[config.mk]
export PLATFORM = sky130hd
export DESIGN_NAME = tcw_queue
export DESIGN_NICKNAME = d
export VERILOG_FILES = /design/src/rtl/tcw_pkg.sv /design/src/rtl/tcw_queue.sv
export SDC_FILE = /design/constraint.sdc
export NUM_CORES = 1
export LEC_CHECK = 0
export BUFFER_PORTS_ARGS = -buffer_cell sky130_fd_sc_hd__buf_2
export CAP_MARGIN = 5
export CORE_AREA = 2 2 67 69
export DETAILED_ROUTE_END_ITERATION = 10
export DIE_AREA = 0 0 69 71
export PLACE_DENSITY = 0.68
export SLEW_MARGIN = 20
export SYNTH_ARGS = -nofsm -noshare
export SYNTH_HDL_FRONTEND = slang
export SYNTH_SLANG_ARGS = --single-unit
[constraint.sdc]
create_clock -name i_clk -period 2.29 [get_ports i_clk]
set_input_delay 0.687 -clock i_clk [delete_from_list [all_inputs] [get_ports i_clk]]
set_output_delay 0.687 -clock i_clk [all_outputs]
set_load 0.1 [all_outputs]
[src/rtl/tcw_pkg.sv]
package tcw_pkg;

    // Default grid size.
    localparam int DEF_COLUMNS = 80;
    localparam int DEF_ROWS    = 25;

    // Depth of the command queue between front and back.
    localparam int QUEUE_DEPTH = 2;

    // Character and attribute constants.
    localparam logic [7:0] SPACE_CHAR     = 8'h20;
    localparam logic [7:0] NEWLINE_CHAR   = 8'h0A;
    localparam logic [7:0] TEXT_ATTR_RST  = 8'h0F;
    localparam logic [7:0] BLANK_ATTR_RST = 8'h07;

    // Register selects on the configuration port (address bit 2).
    localparam logic REG_TEXT_ATTR  = 1'b0;
    localparam logic REG_BLANK_ATTR = 1'b1;

    // Operation codes of an input item.
    typedef enum logic [1:0] {
        OP_PUT   = 2'd0,
        OP_CLEAR = 2'd1,
        OP_ERASE = 2'd2,
        OP_READ  = 2'd3
    } t_op;

    // Classified commands handed from the front to the back.
    typedef enum logic [2:0] {
        CMD_PUT,
        CMD_NEWLINE,
        CMD_CLEAR,
        CMD_ERASE,
        CMD_READ,
        CMD_READ_ZERO
    } t_cmd_kind;

    // Back-end sequencer states.
    typedef enum logic [1:0] {
        ST_IDLE,
        ST_READ,
        ST_FILL
    } t_back_state;

    typedef struct packed {
        t_op         op;
        logic [7:0]  char_code;
        logic [10:0] cell_index;
    } t_in_item;

    typedef struct packed {
        logic [15:0] cell_value;
        logic [6:0]  cursor_col;
        logic [4:0]  cursor_row;
        logic        scrolled;
    } t_out_item;

    typedef struct packed {
        t_cmd_kind   kind;
        logic [7:0]  char_code;
        logic [10:0] cell_index;
    } t_cmd;

    typedef struct packed {
        logic [7:0] text_attr;
        logic [7:0] blank_attr;
    } t_cfg;

    typedef struct packed {
        logic init_busy;
    } t_back_status;

endpackage

[src/rtl/tcw_queue.sv]
module tcw_queue #(
    parameter int DEPTH = tcw_pkg::QUEUE_DEPTH
) (
    input  logic         i_clk,
    input  logic         i_rst_n,
    input  logic         i_push,
    input  tcw_pkg::t_cmd i_push_cmd,
    output logic         o_full,
    output logic         o_valid,
    output tcw_pkg::t_cmd o_cmd,
    input  logic         i_pop
);

    localparam int PTR_W = (DEPTH > 1) ? $clog2(DEPTH) : 1;
    localparam int CNT_W = $clog2(DEPTH + 1);

    tcw_pkg::t_cmd    r_mem [DEPTH];
    logic [PTR_W-1:0] r_wr_ptr, n_wr_ptr;
    logic [PTR_W-1:0] r_rd_ptr, n_rd_ptr;
    logic [CNT_W-1:0] r_count, n_count;
    logic             do_push;
    logic             do_pop;

    assign o_full  = (r_count == CNT_W'(DEPTH));
    assign o_valid = (r_count != '0);
    assign o_cmd   = r_mem[r_rd_ptr];
    assign do_push = i_push && !o_full;
    assign do_pop  = i_pop && o_valid;

    // Pointer and fill-count update.
    always_comb begin
        n_wr_ptr = r_wr_ptr;
        n_rd_ptr = r_rd_ptr;
        n_count  = r_count;
        if (do_push) begin
            n_wr_ptr = (r_wr_ptr == PTR_W'(DEPTH - 1)) ? '0 : r_wr_ptr + 1'b1;
        end
        if (do_pop) begin
            n_rd_ptr = (r_rd_ptr == PTR_W'(DEPTH - 1)) ? '0 : r_rd_ptr + 1'b1;
        end
        if (do_push && !do_pop) begin
            n_count = r_count + 1'b1;
        end else if (do_pop && !do_push) begin
            n_count = r_count - 1'b1;
        end
    end

    always_ff @(posedge i_clk) begin
        if (!i_rst_n) begin
            r_wr_ptr <= '0;
            r_rd_ptr <= '0;
            r_count  <= '0;
        end else begin
            r_wr_ptr <= n_wr_ptr;
            r_rd_ptr <= n_rd_ptr;
            r_count  <= n_count;
        end
    end

    // Command storage.
    always_ff @(posedge i_clk) begin
        if (do_push) begin
            r_mem[r_wr_ptr] <= i_push_cmd;
        end
    end

endmodule

# Word-level counts from Yosys, hierarchy flattened
# Memories as Yosys holds them, arrays and structs flattened. A register that Yosys moved wholly into a read port is not among the register bits.
# Index checks and enable logic that the tools add are counted.
# word_totals
register_bits	4
latch_bits	0
mem_bits_rw	44
mem_bits_ro	0
n_memories	1
# classes
addsub	4
multipliers	0
div	0
magnitude_cmp	0
n_eq_ne	1
n_shift	0
mux	8
n_bitwise	0
n_reduce_logical	9
# memory_table
memory	words	width	rd	rd_ports_with_merged_regs	write_ports	line_no	rtl
r_mem	2	22	1	1	1	tcw_queue.sv:17	tcw_pkg::t_cmd r_mem [DEPTH];
# op_table
operator	count
1-bit 2-to-1 mux	6
1-bit logical AND	4
2-bit 2-to-1 mux	2
2-bit nonzero test	2
1-bit logical NOT	3
1-bit adder, second input constant	2
2-bit by 1-bit adder with 2-bit output, second input constant	1
2-bit == test, second input constant	1
2-bit by 1-bit subtractor with 2-bit output, second input constant	1

# Depth between registers and ports, before layout
# Gate-level depths: netlist (run 1).
# logic_depth
ltp_word	7
ltp_mapped	7
ltp_nobuf	7

# Least setup slack after synthesis (run 1)
# Ideal clock, no wire load.
# synth_timing
path_type	register -> register
from	reg r_count[0]
to	mem r_mem[0][0] in the netlist's numbering (enable)
setup_ns	0.399
t_arrival_ns	1.723
setup_slack_ns	0.168
stages_incl_launch_ff	4
n_path_buf	0
synth_period_minus_slack_ns	2.122
path_cell_list	dfxtp_1 nand2b_1 inv_2 nor3_2
# synth_via
elab_chain_len	5
# synth_lines
element	line_no	rtl
start, declared	tcw_queue.sv:20	logic [CNT_W-1:0] r_count, n_count;
start signal, assigned	tcw_queue.sv:56	r_count <= n_count;
2-bit == test	tcw_queue.sv:24	assign o_full = (r_count == CNT_W'(DEPTH));
named net o_full	tcw_queue.sv:8	output logic o_full,
1-bit logical NOT	tcw_queue.sv:27	assign do_push = i_push && !o_full;
1-bit logical AND	tcw_queue.sv:27	
1-bit 2-to-1 mux	tcw_queue.sv:62	if (do_push) begin
1-bit 2-to-1 mux (implied by the code)	tcw_queue.sv:63	r_mem[r_wr_ptr] <= i_push_cmd;
end, declared	tcw_queue.sv:17	
# The timed path passes the listed nets, and every way through them passes these cells.

==> flow_metrics.py, run 1 <==
metrics = {
    "hold_path": {
        "hold_start": "r_count[1]",
        "min_to": "r_count[1]",
        "holdCritPathClass": "flop to flop",
        "hold-path-cell-count": 2,
    },
    "sta": {
        "worst_pin_slew_ps": 487,
        "setup_viol": 0,
        "grt_setup_unrepaired": "false",
        "hold_violations": 0,
        "max_clock_freq_ghz": 0.478,
        "clock_skew_ps": 6.90,
        "timing.final.crit_share_pct": 91.4,
        "final.min_clock_period_ps": 2090,
        "maxSlewHeadroom_pct": 67.8,
        "finalMaxSlewViolations": 0,
        "tns_ps": 0,
    },
    "synth": {
        "ys.flop_type": "edfxtp_1",
        "syn_area_mm2": 0.00182,
        "synthDistinctLibCells": 21,
        "syn_avg_cell_area_um2": 19.5,
        "syn-num-nets": 120,
        "synth_seq_cells": 49,
        "netlist_top_cells_count": "edfxtp_1, mux2_2, dfxtp_1",
        "syn_inst": 93,
        "synth_warnings": 0,
        "ys_seq_area_share_pct": 78.3,
        "yosysMostFrequentCell": "edfxtp_1",
        "ys_async_sr_fraction_pct": 0,
        "synth_edf_count": 44,
        "yosysTopAreaCell": "edfxtp_1",
        "synth_area_leaders": "edfxtp_1, mux2_2, dfxtp_1",
        "netlist.area_leader.share_pct": 72.8,
    },
    "clock_network": {
        "ctsResizeCount": 0,
        "cts_tree": "done",
        "cts_max_level": 2,
        "cts_buffer_depth": 2,
        "cts_buffers": 5,
        "cts_setup_buffers": 0,
        "clkLatencyLatePin_ps": 290,
        "path_clk_slew_ps": 80,
        "cts.sinks": 49,
        "root_buffer": "clkbuf_8",
        "holdBufCountCts": 0,
    },
    "placement": {
        "io_buffers": 49,
        "dp.cells": 197,
        "globalplace.congestion": 0.646,
        "placed_area_mm2": 0.00249,
        "dp_hpwl_um": 2250,
    },
    "cells_and_area": {
        "nNetsFinal": 179,
        "post-route-util_pct": 61.5,
        "final-instance-count-excl-fill": 205,
        "area_delta_synth_final_pct": 42.3,
        "drive_gt1_share_pct": 56.2,
        "num_antenna_cells": 0,
        "design_area_mm2": 0.00258,
    },
    "setup_path": {
        "r2r_slack_ps": 670,
        "slowest_delay_ps": 390,
        "path_cells": "buf_4, mux2_2, buf_12",
        "rr_endpoint": "r_count[1]",
        "worstSetupStartpointType": "flop",
        "critical_path_arrival_ps": 1410,
        "rr_startpoint": "r_count[0]",
        "r2r_cells": 6,
        "critical_path_class": "flop to output port",
        "crit_slowest_cell": "mux2_2",
        "crit_path_max_fanout": 13,
        "crit_required_ps": 1600,
        "critPathCaptureType": "output port",
    },
    "floorplan": {
        "die_y_um": 71,
        "fp.dieW_um": 69,
        "io_pins": 50,
        "rows": 24,
        "start_util_pct": 43.2,
        "core_area_mm2": 0.00420,
        "dieArea_mm2": 0.00490,
    },
    "routing": {
        "finalWirelength_um": 3070,
        "antenna_left": 0,
        "wire_per_inst_um": 15.0,
        "dr.first_iter.drc_count": 31,
        "via_per_inst": 4.78,
        "drc": 0,
        "vias": 980,
        "dr.pass1.iters": 4,
    },
    "grt": {
        "grt_pass1_wl_um": 4870,
        "grt_use_total_pct": 13.1,
        "grt_start_max_net_pins": 23,
        "antenna_found_initial": 0,
        "gr-total-overflow": 0,
        "grt_pass1_vias": 1103,
    },
    "outcome": {
        "status": "finished clean",
    },
    "flow_run": {
        "cap_violations": 0,
    },
}
[registers in the layout, indices dropped and copies added (netlist names), named ones only]
register / flops
r_wr_ptr: 1
r_rd_ptr: 1
r_count: 2
r_mem: 44
[worst max path at each step]
| stage | to | slack (ps) |
|---|---|---|
| 4_1_cts | o_cmd[3] | 170 |
| 3_3_place_gp | r_count[1] | 500 |
| 6_report | o_cmd[3] | 200 |
| 5_1_grt | o_cmd[16] | 130 |
| 3_5_place_dp | r_count[1] | 440 |
| 2_1_floorplan | r_mem[0][0] | 170 |
[routing by layer]
metal  up-vias  GRT usage, %  wire length [µm]
li1        468             -                 -
met5         -             0                 0
met2        34          23.6              1640
met4         0          6.54                59
met1       473          14.0              1170
met3         5          3.85               200
[critical path, delay by kind of cell (launching register included)]
family	cells	cell delay [ps]
mux	1	390
flops	1	330
buf+inv	2	390
[cells in the final DEF (no fill, tap or decap)]
cell type,Yosys,layout
o21ai_1,1,1
xor2_1,1,1
edfxtp_1,44,44
mux2_2,22,22
inv_1,1,1
ha_1,1,1
o21a_1,1,1
inv_2,1,1
a21boi_1,1,1
nor2_1,1,1
buf_2,2,27
o21ai_0,1,1
nor3_4,0,1
dfxtp_1,5,5
xnor2_1,2,2
buf_12,0,22
clkbuf_1,0,1
and2_1,3,3
clkbuf_8,0,6
a21boi_0,1,1
buf_4,0,5
clkinvlp_4,0,1
nand2b_1,1,1
or3_1,1,1
or2_2,1,1
and3_1,1,1
[through the flow]
stage          hold WS [ps]  worst slack, ps
2_1_floorplan           479              168
3_5_place_dp            537              442
3_3_place_gp            491              498
5_1_grt                 570              132
6_report                559              197
4_1_cts                 552              167
[logic make-up after synthesis]
group           share of synthesized area [%]
mux                                      13.6
xor+xnor                                 1.45
simple gates                             3.17
fa+ha+maj                               0.689
compound gates                           1.79
buf+inv                                 0.964
flops                                    78.3
[final cells by class]
| class | instances | area (µm²) |
|---|---|---|
| clock buffers | 7 | 86.3 |
| clock inverters | 1 | 7.51 |
| fillers | 318 | 1620 |
| inverters | 2 | 7.51 |
| multi-input cells | 40 | 383 |
| flip-flops and latches | 49 | 1420 |
| well taps | 52 | 65.1 |
| repair buffers | 54 | 613 |
Power of run 1 is not shown: default switching activity piles up to over one toggle a cycle in this logic, so the estimate is an artifact.
==> inputs of run 2 (changes only) <==
--- a/config.mk
+++ b/config.mk
@@ -5,12 +5,14 @@
 export SDC_FILE = /design/constraint.sdc
 export NUM_CORES = 1
 export LEC_CHECK = 0
+export ABC_AREA = 1
 export BUFFER_PORTS_ARGS = -buffer_cell sky130_fd_sc_hd__buf_2
 export CAP_MARGIN = 5
-export CORE_AREA = 2 2 67 69
+export CORE_AREA = 2 2 69 71
 export DETAILED_ROUTE_END_ITERATION = 10
-export DIE_AREA = 0 0 69 71
+export DIE_AREA = 0 0 71 73
 export PLACE_DENSITY = 0.68
+export REMOVE_ABC_BUFFERS = 1
 export SLEW_MARGIN = 20
 export SYNTH_ARGS = -nofsm -noshare
 export SYNTH_HDL_FRONTEND = slang
==> flow_metrics.py, run 2 <==
metrics = {
    "setup_path": {
        "slowest_delay_ps": 380,
        "worstSetupStartpointType": "flop",
        "crit_slowest_cell": "mux2_2",
        "rr_startpoint": "r_count[1]",
        "crit_top_cell": "buf_12",
        "crit_required_ps": 1600,
        "path_cells": "buf_12, mux2_2, buf_12",
        "critical_path_arrival_ps": 1420,
        "critPathCaptureType": "output port",
        "crit_path_max_fanout": 22,
        "critical_path_class": "flop to output port",
    },
    "power": {
        "cellLeakagePower_nw": 1.07,
        "clkPwrFrac_pct": 12.8,
        "switching_share_pct": 44.4,
        "p_sw_mw": 1.64,
        "p_int_mw": 2.05,
        "ir_drop_mv": 0.931,
        "pwr-share-seq_pct": 32.2,
        "combPwrFrac_pct": 55.0,
        "pwr_density_cell_mw_per_mm2": 1380,
    },
    "sta": {
        "max_clock_freq_ghz": 0.474,
        "hold_violations": 0,
        "grt_setup_unrepaired": "false",
        "worst_pin_slew_ps": 486,
        "clock_skew_ps": 3.30,
        "final.setup.worst_slack_ps": 181,
        "setup_viol": 0,
        "tns_ps": 0,
        "maxSlewHeadroom_pct": 67.8,
        "final.min_clock_period_ps": 2110,
        "timing.final.crit_share_pct": 92.1,
        "finalMaxSlewViolations": 0,
    },
    "synth": {
        "yosysMostFrequentCell": "edfxtp_1",
        "synthDistinctLibCells": 17,
        "ys_async_sr_fraction_pct": 0,
        "yosysTopAreaCell": "edfxtp_1",
        "synth_edf_count": 44,
        "synth_area_leaders": "edfxtp_1, mux2_4, dfxtp_1",
        "netlist_top_cells_count": "edfxtp_1, mux2_4, nor2_1",
        "syn_avg_cell_area_um2": 18.2,
        "ys_seq_area_share_pct": 74.2,
        "ys.flop_type": "edfxtp_1",
        "synth_warnings": 0,
        "syn_inst": 105,
        "synth_seq_cells": 49,
        "netlist.area_leader.share_pct": 69.0,
        "syn_area_mm2": 0.00191,
    },
    "clock_network": {
        "cts.sinks": 49,
        "cts_buffer_depth": 2,
        "holdBufCountCts": 0,
        "clkLatencyLatePin_ps": 290,
        "cts_max_level": 2,
        "cts_setup_buffers": 0,
        "ctsResizeCount": 0,
        "path_clk_slew_ps": 80,
        "cts_tree": "done",
        "cts_buffers": 5,
        "root_buffer": "clkbuf_8",
    },
    "floorplan": {
        "rows": 25,
        "fp.dieW_um": 71,
        "dieArea_mm2": 0.00518,
        "die_y_um": 73,
        "core_area_mm2": 0.00454,
        "start_util_pct": 42.2,
        "io_pins": 50,
    },
    "grt": {
        "grt_pass1_wl_um": 5220,
        "antenna_found_initial": 0,
        "grt_pass1_vias": 1162,
        "gr-total-overflow": 0,
        "grt_start_max_net_pins": 23,
        "grt_use_total_pct": 13.4,
    },
    "placement": {
        "placed_area_mm2": 0.00258,
        "io_buffers": 49,
        "dp_hpwl_um": 2510,
        "globalplace.congestion": 0.774,
        "preCtsSetupSlack_ps": 495,
    },
    "cells_and_area": {
        "final_common_cell": "edfxtp_1",
        "nNetsFinal": 190,
        "top_register": "r_mem",
        "num_antenna_cells": 0,
        "post-route-util_pct": 58.9,
        "fill_cells": 339,
        "most-common-layout-cells": "edfxtp_1, buf_2, buf_12",
        "design_area_mm2": 0.00267,
        "area_delta_synth_final_pct": 39.5,
        "top_regs": "r_mem x44, r_count x2",
        "largest_reg_flops": 44,
        "drive_gt1_share_pct": 54.3,
    },
    "routing": {
        "wl_met1_um": 1250,
        "wl_met2_um": 1740,
        "vias": 1035,
        "wire_per_inst_um": 14.8,
        "finalWirelength_um": 3220,
        "dr.first_iter.drc_count": 33,
        "met3_length_um": 181,
        "dr.pass1.iters": 3,
        "drc": 0,
        "antenna_left": 0,
        "via_per_inst": 4.75,
        "route.top_layer_used": "met4",
    },
    "hold_path": {
        "holdCritPathClass": "flop to flop",
        "hold_start": "r_rd_ptr",
    },
    "outcome": {
        "status": "finished clean",
    },
    "flow_run": {
        "cap_violations": 0,
    },
}
run 2: changes by cell type in the layout (fill, tap and decap cells not counted), sizes merged, moves of 2 or more:
cell,previous run,this run
nand2,0,7
xnor2,2,0
inv,2,8
nor2,1,9
and2,3,0
a21boi,2,0
run 2: layout make-up:
cell class	instances	area [µm²]	share of cell area, %
Inverter	8	30.0	1.12
Clock buffer	6	72.6	2.72
Timing Repair Buffer	53	618	23.1
Tap cell	54	67.6	2.53
Multi-Input combinational cell	46	445	16.7
Sequential cell	49	1420	53.2
Clock inverter	2	15.0	0.562
run 2: worst max-delay path, delay by kind of cell, from the launching register on:
family	cells	cell delay (ps)
DFF	1	360
buffers and inverters	2	380
muxes	1	380
run 2: cell families after synthesis:
| kind of cell | share of synthesized area [%] |
|---|---|
| buffers and inverters | 2.75 |
| adder cells (fa/ha/maj) | 0.653 |
| AO/OA/AOI/OAI | 1.63 |
| multiplexers | 16.9 |
| AND/OR/NAND/NOR | 3.86 |
| flip-flops | 74.2 |
run 2: final timing paths:
check                                  end  slack (ps)  cells past startpoint
worst min register to register        flop         530                      2
worst min-delay path                  flop         530                      2
worst max-delay path              o_cmd[5]         180                      3
worst max register to register  r_count[1]         790                      9
run 2: per-layer routing:
metal,vias up,track usage (%)
met5,-,0
met4,0,5.66
met3,5,3.45
met2,37,24.4
met1,496,14.9
li1,497,-
run 2: power groups by stage:
stage               logic, mW  clock network (mW)  registers, mW
finish                   2.03               0.473           1.19
global placement         2.01                   0           1.20
CTS                      2.05               0.495           1.19
floorplan                1.35                   0           1.24
global route             2.10               0.534           1.20
detailed placement       2.05                   0           1.21
run 2: through the flow:
step	std cells	hold slack (ps)	total power, mW
2_1_floorplan	103	467	2.58
3_3_place_gp	210	482	3.20
3_5_place_dp	210	510	3.26
4_1_cts	218	530	3.74
5_1_grt	218	558	3.83
6_report	218	526	3.69
(Power assumes the default switching activity.)
