==> src/rtl/tcw_pkg.sv <==
package tcw_pkg;

    // Default grid size.
    localparam int DEF_COLUMNS = 80;
    localparam int DEF_ROWS    = 25;

    // Depth of the command queue between front and back.
    localparam int QUEUE_DEPTH = 2;

    // Character and attribute constants.
    localparam logic [7:0] SPACE_CHAR     = 8'h20;
    localparam logic [7:0] NEWLINE_CHAR   = 8'h0A;
    localparam logic [7:0] TEXT_ATTR_RST  = 8'h0F;
    localparam logic [7:0] BLANK_ATTR_RST = 8'h07;

    // Register selects on the configuration port (address bit 2).
    localparam logic REG_TEXT_ATTR  = 1'b0;
    localparam logic REG_BLANK_ATTR = 1'b1;

    // Operation codes of an input item.
    typedef enum logic [1:0] {
        OP_PUT   = 2'd0,
        OP_CLEAR = 2'd1,
        OP_ERASE = 2'd2,
        OP_READ  = 2'd3
    } t_op;

    // Classified commands handed from the front to the back.
    typedef enum logic [2:0] {
        CMD_PUT,
        CMD_NEWLINE,
        CMD_CLEAR,
        CMD_ERASE,
        CMD_READ,
        CMD_READ_ZERO
    } t_cmd_kind;

    // Back-end sequencer states.
    typedef enum logic [1:0] {
        ST_IDLE,
        ST_READ,
        ST_FILL
    } t_back_state;

    typedef struct packed {
        t_op         op;
        logic [7:0]  char_code;
        logic [10:0] cell_index;
    } t_in_item;

    typedef struct packed {
        logic [15:0] cell_value;
        logic [6:0]  cursor_col;
        logic [4:0]  cursor_row;
        logic        scrolled;
    } t_out_item;

    typedef struct packed {
        t_cmd_kind   kind;
        logic [7:0]  char_code;
        logic [10:0] cell_index;
    } t_cmd;

    typedef struct packed {
        logic [7:0] text_attr;
        logic [7:0] blank_attr;
    } t_cfg;

    typedef struct packed {
        logic init_busy;
    } t_back_status;

endpackage

==> src/rtl/tcw_front.sv <==
module tcw_front #(
    parameter int COLUMNS = tcw_pkg::DEF_COLUMNS,
    parameter int ROWS    = tcw_pkg::DEF_ROWS
) (
    input  logic                 i_in_valid,
    output logic                 o_in_ready,
    input  tcw_pkg::t_in_item    i_in_item,
    input  tcw_pkg::t_back_status i_status,
    input  logic                 i_q_full,
    output logic                 o_push,
    output tcw_pkg::t_cmd         o_push_cmd
);

    localparam int CELL_COUNT = COLUMNS * ROWS;

    logic in_range;

    // Items are held off while the screen is cleared after reset and while the queue is full.
    assign o_in_ready = !i_status.init_busy && !i_q_full;
    assign o_push     = i_in_valid && o_in_ready;
    assign in_range   = (32'(i_in_item.cell_index) < CELL_COUNT);

    // Classify the operation into a back-end command.
    always_comb begin
        o_push_cmd.char_code  = i_in_item.char_code;
        o_push_cmd.cell_index = i_in_item.cell_index;
        unique case (i_in_item.op)
            tcw_pkg::OP_PUT: begin
                o_push_cmd.kind = (i_in_item.char_code == tcw_pkg::NEWLINE_CHAR)
                                  ? tcw_pkg::CMD_NEWLINE : tcw_pkg::CMD_PUT;
            end
            tcw_pkg::OP_CLEAR: begin
                o_push_cmd.kind = tcw_pkg::CMD_CLEAR;
            end
            tcw_pkg::OP_ERASE: begin
                o_push_cmd.kind = tcw_pkg::CMD_ERASE;
            end
            tcw_pkg::OP_READ: begin
                o_push_cmd.kind = in_range ? tcw_pkg::CMD_READ : tcw_pkg::CMD_READ_ZERO;
            end
            default: begin
                o_push_cmd.kind = tcw_pkg::CMD_READ_ZERO;
            end
        endcase
    end

endmodule

==> config.mk <==
export PLATFORM = sky130hd
export DESIGN_NAME = tcw_front
export DESIGN_NICKNAME = d
export VERILOG_FILES = /design/src/rtl/tcw_pkg.sv /design/src/rtl/tcw_front.sv
export SDC_FILE = /design/constraint.sdc
export NUM_CORES = 1
export LEC_CHECK = 0
export BUFFER_PORTS_ARGS = -buffer_cell sky130_fd_sc_hd__buf_2
export CORE_AREA = 2 2 39 41
export DETAILED_ROUTE_END_ITERATION = 8
export DIE_AREA = 0 0 41 43
export PLACE_DENSITY = 0.68
export SLEW_MARGIN = 10
export SYNTH_ARGS = -nofsm -noshare
export SYNTH_HDL_FRONTEND = slang
export SYNTH_SLANG_ARGS = --single-unit
export TNS_END_PERCENT = 1
==> constraint.sdc <==
create_clock -name vclk -period 0.9
set_input_delay 0.09 -clock vclk [all_inputs]
set_output_delay 0.09 -clock vclk [all_outputs]
set_load 0.1 [all_outputs]
# After elaboration in Yosys (flattened, before gate mapping)
# Cells that the tools add are included.
# op_classes
add_sub_neg	0
multipliers	0
n_div	0
order_cmp	1
eq_ne	4
shifts	0
n_mux	3
n_bitwise	0
reduce_logical	5
# ops
operator	n
$pmux 3 s4	1
$lt 11x11->1 const B	1
$eq 8x4->1 const B	1
$eq 2x2->1 const B	2
$eq 2x1->1 const B	1
$logic_and 1x1->1	2
$logic_not 1->1	2
$logic_not 2->1	1
$mux 1	2
# totals
ff_bits	0
latch_bits	0
ramBits	0
mem_bits_ro	0
in_bits	24
output_inout_bits	24
wordCells	13
n_memories	0

# Logic depth before layout (Yosys ltp)
# Gate-level depths: netlist of run 1.
# depth
word_depth	3
ltp_mapped	5
ltp_nobuf	5

# Worst setup path before layout of run 1
# Ideal clock, no wire load.
# synth_timing
kind	input -> output
from	in i_in_item[19] in the netlist's numbering
to	out o_push_cmd[19] in the netlist's numbering
arrival_ps	3359
required_time_ps	810
slack_ps	-2549
stages	3
n_path_buf	0
cell_sequence	ha_1 nand4_1 o31ai_1
# synth_lines
item	line	text
start, declared	tcw_front.sv:7	input tcw_pkg::t_in_item i_in_item,
end, declared	tcw_front.sv:11	output tcw_pkg::t_cmd o_push_cmd

==> metrics.txt, run 1 <==
# TYPE chip_impl_metric gauge
chip_impl_info{name="outcome",value="finished, violations left"} 1
chip_impl_info{name="violations",value="setup timing"} 1
chip_impl_metric{name="globalplace.congestion",unit=""} 0.705
chip_impl_metric{name="fin_ws",unit="ns"} -0.210
chip_impl_info{name="critPathKind",value="in -> out"} 1
chip_impl_metric{name="chipWidth",unit="um"} 41
chip_impl_info{name="synth_top_cells_by_count",value="sky130_fd_sc_hd__buf_4, sky130_fd_sc_hd__nor2_1, sky130_fd_sc_hd__ha_1, sky130_fd_sc_hd__inv_1"} 1
chip_impl_metric{name="yosys.cell_types.count",unit=""} 11
chip_impl_metric{name="ioPinCount",unit=""} 48
chip_impl_metric{name="detail_route.drc_violations",unit=""} 0
chip_impl_metric{name="setup-violations-final",unit=""} 1
chip_impl_metric{name="drv_cap",unit=""} 0
chip_impl_info{name="most_used_standard_cell_by_instance_count_after_synthesis",value="sky130_fd_sc_hd__buf_4"} 1
chip_impl_metric{name="vdd.ir_drop.worst",unit="uV"} 495
chip_impl_metric{name="crit_arrival",unit="ns"} 1.02
chip_impl_info{name="crit_chain",value="buf_8, inv_4, ha_4, nor4bb_4, a32oi_2, o31ai_4, buf_12"} 1
chip_impl_metric{name="area.sequential",unit="um2"} 0
chip_impl_metric{name="globalRouteTotalUtil",unit=""} 0.108
chip_impl_metric{name="critical_path_peak_fanout",unit=""} 2
chip_impl_metric{name="drt-wirelength-per-cell",unit="um"} 10.3
chip_impl_info{name="min-delay-path-class",value="in -> out"} 1
chip_impl_metric{name="worst_ep_required_time",unit="ns"} 0.81
chip_impl_metric{name="start_util",unit=""} 0.172
chip_impl_metric{name="avgSynthCellArea",unit="um2"} 7.20
chip_impl_metric{name="antenna_violating_nets_post_route",unit=""} 0
chip_impl_metric{name="total_routed_length",unit="um"} 878
chip_impl_metric{name="globalRoute.totalOverflow",unit=""} 0
chip_impl_metric{name="leakage",unit="nW"} 0.398
chip_impl_metric{name="route.vias.total",unit=""} 340
chip_impl_info{name="synth_largest_area_cell",value="sky130_fd_sc_hd__buf_4"} 1
chip_impl_metric{name="vertical_die_dimension",unit="um"} 43
chip_impl_metric{name="ratio_of_total_power_to_cell_area",unit="mW/mm2"} 928
chip_impl_metric{name="timing.max_slew.rel_slack",unit=""} 0.826
chip_impl_info{name="setup_repair_after_global_routing_missed_its_margin",value="yes"} 1
chip_impl_info{name="synth_top_cells_by_area",value="sky130_fd_sc_hd__buf_4, sky130_fd_sc_hd__ha_1, sky130_fd_sc_hd__nor2_1"} 1
chip_impl_info{name="critPathLaunch",value="i_in_item[20]"} 1
chip_impl_metric{name="dr.first_iter.drc_count",unit=""} 1
chip_impl_metric{name="fin_nets",unit=""} 97
chip_impl_metric{name="cts_hold_repair.buffers",unit=""} 0
chip_impl_metric{name="maximum_number_of_pins_on_one_net_before_global_route_repair",unit=""} 3
chip_impl_metric{name="diodes",unit=""} 0
chip_impl_metric{name="final_period_minus_worst_setup_slack",unit="ns"} 1.11
chip_impl_metric{name="dpl.hpwl",unit="um"} 849
chip_impl_metric{name="cts_setup_buffers",unit=""} 0
chip_impl_metric{name="post_synth_instance_area",unit="um2"} 238
chip_impl_metric{name="core.rowCount",unit=""} 14
chip_impl_metric{name="port-buffer-count",unit=""} 40
chip_impl_metric{name="maxSlewViolCount",unit=""} 0
chip_impl_info{name="setup.worst_path.end",value="o_push_cmd[19]"} 1
chip_impl_metric{name="synthToLayoutAreaGrowth",unit="%"} 245
chip_impl_metric{name="preCtsSetupSlack",unit="ns"} -0.400
chip_impl_metric{name="core",unit="mm2"} 0.00138
chip_impl_metric{name="max_freq",unit="MHz"} 901
chip_impl_metric{name="worst_hold_slack",unit="ns"} 0.180
chip_impl_metric{name="min_period_over_period",unit=""} 1.23
chip_impl_metric{name="hold_violation_count_in_the_final_report",unit=""} 0
chip_impl_metric{name="max_slew.worst_pin.slew",unit="ns"} 0.261
chip_impl_metric{name="synth_nets",unit=""} 59
chip_impl_metric{name="first_drt_pass_iteration_count",unit=""} 2
chip_impl_metric{name="grt_antenna_before_repair",unit=""} 0
chip_impl_info{name="crit_path_top_delay_cell",value="sky130_fd_sc_hd__buf_12"} 1
chip_impl_metric{name="grt_pass1_vias",unit=""} 331
chip_impl_metric{name="post-route-util",unit=""} 0.592
chip_impl_metric{name="design.seq.count",unit=""} 0
chip_impl_metric{name="post-synth-top-area-fraction",unit=""} 0.600
chip_impl_metric{name="postSynthCellCount",unit=""} 33
chip_impl_metric{name="synth.yosys.warnings",unit=""} 0
chip_impl_metric{name="clockBufferCount",unit=""} 0
chip_impl_metric{name="ys_seq_area_frac",unit=""} 0
chip_impl_metric{name="layout-drive-gt1-share",unit=""} 0.928
chip_impl_metric{name="cp_slowest_stage_delay",unit="ns"} 0.21
chip_impl_metric{name="p_total",unit="mW"} 0.760
chip_impl_info{name="endpoint_kind",value="output port"} 1
chip_impl_info{name="start_kind",value="input pin"} 1
chip_impl_metric{name="grt_first_pass_wirelength",unit="um"} 1350
chip_impl_metric{name="detail_route.vias_per_cell",unit=""} 4.00
chip_impl_metric{name="dieArea",unit="mm2"} 0.00176
[final cells by class]
cell class,count,area (um2)
fillers,108,564
repair buffers,55,629
inverters,2,12.5
well taps,16,20.0
multi-input cells,12,158
[per-layer routing]
layer  share of wire  routed length [um]  GRT usage  vias to the layer above
met3            0.16                 142     0.0419                        0
met4               0                   0          0                        0
li1                -                   -          -                      165
met2            0.61                 537      0.209                       28
met1            0.23                 198      0.104                      147
met5               0                   0          0                        -
[through the flow]
step           cells  TNS (ns)  area (um2)
2_1_floorplan     33     -1.14         273
3_3_place_gp      85    -0.297         763
5_1_grt           85    -0.260         820
6_report          85    -0.210         820
3_5_place_dp      85    -0.400         763
4_1_cts           85    -0.229         820
[worst max-delay path: cells and delay by family]
family / cells / cell delay, ns
buf+inv: 3 / 0.36
compound gates: 2 / 0.25
simple gates: 1 / 0.20
fa+ha+maj: 1 / 0.12
[power breakdown]
group / switching, mW / internal [mW] / total [mW]
Combinational: 0.467 / 0.293 / 0.760
Clock: 0 / 0 / 0
Sequential: 0 / 0 / 0
Total: 0.467 / 0.293 / 0.760
[layout by cell type (no fill, tap or decap)]
cell / Yosys / final
sky130_fd_sc_hd__buf_4: 19 / 15
sky130_fd_sc_hd__buf_2: 0 / 18
sky130_fd_sc_hd__nor2_1: 3 / 2
sky130_fd_sc_hd__nor4bb_4: 0 / 1
sky130_fd_sc_hd__buf_12: 0 / 20
sky130_fd_sc_hd__and2_2: 0 / 1
sky130_fd_sc_hd__buf_8: 0 / 1
sky130_fd_sc_hd__ha_4: 0 / 2
sky130_fd_sc_hd__buf_6: 0 / 1
sky130_fd_sc_hd__nor3b_1: 1 / 1
sky130_fd_sc_hd__nand3_1: 1 / 1
sky130_fd_sc_hd__inv_4: 0 / 2
sky130_fd_sc_hd__a32oi_2: 0 / 1
sky130_fd_sc_hd__nand4_1: 1 / 1
sky130_fd_sc_hd__nor2_4: 0 / 1
sky130_fd_sc_hd__o31ai_4: 0 / 1
[what timing repair did]
action,4_1_cts,5_1_grt
resized for setup,12,0
setup endpoints to repair,1,1
pin swaps,2,0
[cell families (layout without fill, tap and decap cells)]
kind of cell	after synthesis	in the layout	share of synthesized area
buffers and inverters	21	57	0.632
adder cells (fa/ha/maj)	2	2	0.105
AND/OR/NAND/NOR	8	8	0.195
AO/OA/AOI/OAI	2	2	0.0684
[how the worst min path moves through the flow]
| stage | startpoint | end | depth (start not counted) |
|---|---|---|---|
| floorplan | i_status | o_in_ready | 1 |
| global placement | i_in_item[1] | o_push_cmd[1] | 0 |
| detailed placement | i_in_item[1] | o_push_cmd[1] | 0 |
| CTS | i_in_item[1] | o_push_cmd[1] | 0 |
| global route | i_in_item[0] | o_push_cmd[0] | 0 |
| finish | i_in_item[2] | o_push_cmd[2] | 0 |
Note: power is estimated with default switching activity, not from simulation.
==> inputs of run 2 (changes only) <==
- REMOVE_ABC_BUFFERS: unset -> 1
==> run 2 against run 1 <==
Compared with the run above: the flow still finishes with violations (setup timing); worst hold slack barely moved; first-iteration DRC count rose to 3.0 times the previous value; global-route usage rose by 1.6 points; total power rose by 1.2%; die area did not move; routed wire length rose by 40%; clock-buffer cell count did not move; sequential cell count did not move; final area rose by 0.61%; non-clock buffer count rose by 3; critical path type unchanged; critical endpoint unchanged; largest power group unchanged.
==> metrics.txt, run 2 (synthesis results as in run 1) <==
# TYPE chip_impl_metric gauge
chip_impl_metric{name="worst_ep_required_time",unit="ns"} 0.81
chip_impl_metric{name="crit_arrival",unit="ns"} 1.04
chip_impl_metric{name="max_slew.worst_pin.slew",unit="ns"} 0.278
chip_impl_metric{name="route.vias.total",unit=""} 369
chip_impl_metric{name="port-buffer-count",unit=""} 40
chip_impl_metric{name="seq_power_share",unit=""} 0
chip_impl_info{name="crit_chain",value="buf_8, inv_4, ha_4, nor4bb_4, a32oi_2, o31ai_4, buf_12"} 1
chip_impl_metric{name="max_freq",unit="MHz"} 884
chip_impl_metric{name="design.seq.count",unit=""} 0
chip_impl_metric{name="synthToLayoutAreaGrowth",unit="%"} 247
chip_impl_metric{name="critical_path_peak_fanout",unit=""} 3
chip_impl_metric{name="detail_route.vias_per_cell",unit=""} 4.19
chip_impl_metric{name="pwr-share-comb",unit=""} 1.000
chip_impl_metric{name="first_drt_pass_iteration_count",unit=""} 2
chip_impl_info{name="min-delay-path-class",value="in -> out"} 1
chip_impl_metric{name="fin_nets",unit=""} 100
chip_impl_info{name="mostFrequentLayoutCell",value="sky130_fd_sc_hd__buf_12"} 1
chip_impl_metric{name="detail_route.drc_violations",unit=""} 0
chip_impl_metric{name="globalplace.congestion",unit=""} 0.497
chip_impl_metric{name="p_int",unit="mW"} 0.299
chip_impl_metric{name="vertical_die_dimension",unit="um"} 43
chip_impl_metric{name="grt_antenna_before_repair",unit=""} 0
chip_impl_metric{name="grt_first_pass_wirelength",unit="um"} 1540
chip_impl_metric{name="globalRoute.totalOverflow",unit=""} 0
chip_impl_metric{name="start_util",unit=""} 0.172
chip_impl_metric{name="maxSlewViolCount",unit=""} 0
chip_impl_metric{name="total_routed_length",unit="um"} 1230
chip_impl_metric{name="min_period_over_period",unit=""} 1.26
chip_impl_metric{name="globalRouteTotalUtil",unit=""} 0.124
chip_impl_metric{name="dieArea",unit="mm2"} 0.00176
chip_impl_info{name="outcome",value="finished, violations left"} 1
chip_impl_info{name="crit_path_top_delay_cell",value="sky130_fd_sc_hd__nor4bb_4"} 1
chip_impl_metric{name="switchingPower",unit="mW"} 0.470
chip_impl_metric{name="final.fill_count",unit=""} 97
chip_impl_metric{name="cts_hold_repair.buffers",unit=""} 0
chip_impl_metric{name="hold_violation_count_in_the_final_report",unit=""} 0
chip_impl_metric{name="ioPinCount",unit=""} 48
chip_impl_metric{name="p_sw_frac",unit=""} 0.611
chip_impl_metric{name="drv_cap",unit=""} 0
chip_impl_metric{name="preCtsSetupSlack",unit="ns"} -0.329
chip_impl_metric{name="leakage",unit="nW"} 0.413
chip_impl_metric{name="chipWidth",unit="um"} 41
chip_impl_metric{name="cp_slowest_stage_delay",unit="ns"} 0.21
chip_impl_info{name="violations",value="setup timing"} 1
chip_impl_metric{name="maximum_number_of_pins_on_one_net_before_global_route_repair",unit=""} 4
chip_impl_metric{name="timing.max_slew.rel_slack",unit=""} 0.814
chip_impl_info{name="layout.cells.most_common_list",value="sky130_fd_sc_hd__buf_12, sky130_fd_sc_hd__buf_2, sky130_fd_sc_hd__buf_4"} 1
chip_impl_metric{name="diodes",unit=""} 0
chip_impl_metric{name="core.rowCount",unit=""} 14
chip_impl_metric{name="final_period_minus_worst_setup_slack",unit="ns"} 1.13
chip_impl_info{name="start_kind",value="input pin"} 1
chip_impl_metric{name="antenna_violating_nets_post_route",unit=""} 0
chip_impl_info{name="endpoint_kind",value="output port"} 1
chip_impl_metric{name="layout-drive-gt1-share",unit=""} 0.889
chip_impl_metric{name="dpl.hpwl",unit="um"} 1020
chip_impl_metric{name="vdd.ir_drop.worst",unit="uV"} 297
chip_impl_metric{name="core",unit="mm2"} 0.00138
chip_impl_metric{name="grt_pass1_vias",unit=""} 347
chip_impl_metric{name="setup-violations-final",unit=""} 1
chip_impl_metric{name="clockBufferCount",unit=""} 0
chip_impl_metric{name="ratio_of_total_power_to_cell_area",unit="mW/mm2"} 933
chip_impl_metric{name="drt-wirelength-per-cell",unit="um"} 13.9
chip_impl_metric{name="area.sequential",unit="um2"} 0
chip_impl_metric{name="dr.first_iter.drc_count",unit=""} 3
chip_impl_metric{name="share_clk_of_total_power",unit=""} 0
chip_impl_info{name="critPathKind",value="in -> out"} 1
chip_impl_info{name="setup_repair_after_global_routing_missed_its_margin",value="yes"} 1
chip_impl_metric{name="fin_ws",unit="ns"} -0.232
chip_impl_metric{name="tns",unit="ns"} -0.232
run 2: changes by cell type in the layout (fill, tap and decap cells not counted), sizes merged:
cell / delta
buf: +3
run 2: routing by layer:
| layer | vias up | wire length, um | track usage |
|---|---|---|---|
| li1 | 169 | - | - |
| met4 | 0 | 0 | 0 |
| met3 | 0 | 197 | 0.0419 |
| met2 | 34 | 624 | 0.253 |
| met1 | 166 | 405 | 0.111 |
| met5 | - | 0 | 0 |
run 2: metrics by stage:
step                std cells  hold WS (ns)  power, mW  utilization  cell area, um2
floorplan                  14         0.180      0.125            -            95.1
global placement           89         0.181      0.730        0.548             758
detailed placement         89         0.181      0.738        0.548             758
CTS                        89         0.181      0.756        0.572             792
global route               88         0.181      0.792        0.596             825
finish                     88         0.181      0.769        0.596             825
run 2: power by group through the flow:
stage / logic (mW) / registers (mW) / clock network [mW]
after global placement: 0.730 / 0 / 0
after global routing: 0.792 / 0 / 0
after CTS: 0.756 / 0 / 0
after detailed placement: 0.738 / 0 / 0
after floorplan: 0.125 / 0 / 0
final: 0.769 / 0 / 0
run 2: cell type report:
class	count	area, um2	share of cell area
Timing Repair Buffer	58	656	0.795
Tap cell	16	20.0	0.0243
Inverter	2	12.5	0.0152
Multi-Input combinational cell	12	136	0.165
run 2: path summary, 6_finish.rpt:
kind | to | start | depth (start not counted) | slack, ns
worst max-delay path | o_push_cmd[19] | i_in_item[20] | 7 | -0.23
worst min-delay path | o_push_cmd[2] | i_in_item[2] | 0 | 0.18
run 2: what timing repair did:
item	in CTS	in global routing
pin swaps	2	2
resized for setup	9	6
setup buffers	0	0
endpoints found under the setup margin	1	1
run 2: worst max-delay path, delay by kind of cell:
family                   cells  cell delay, ns
adder cells (fa/ha/maj)      1            0.11
buffers and inverters        3            0.36
AO/OA/AOI/OAI                2            0.27
AND/OR/NAND/NOR              1            0.21
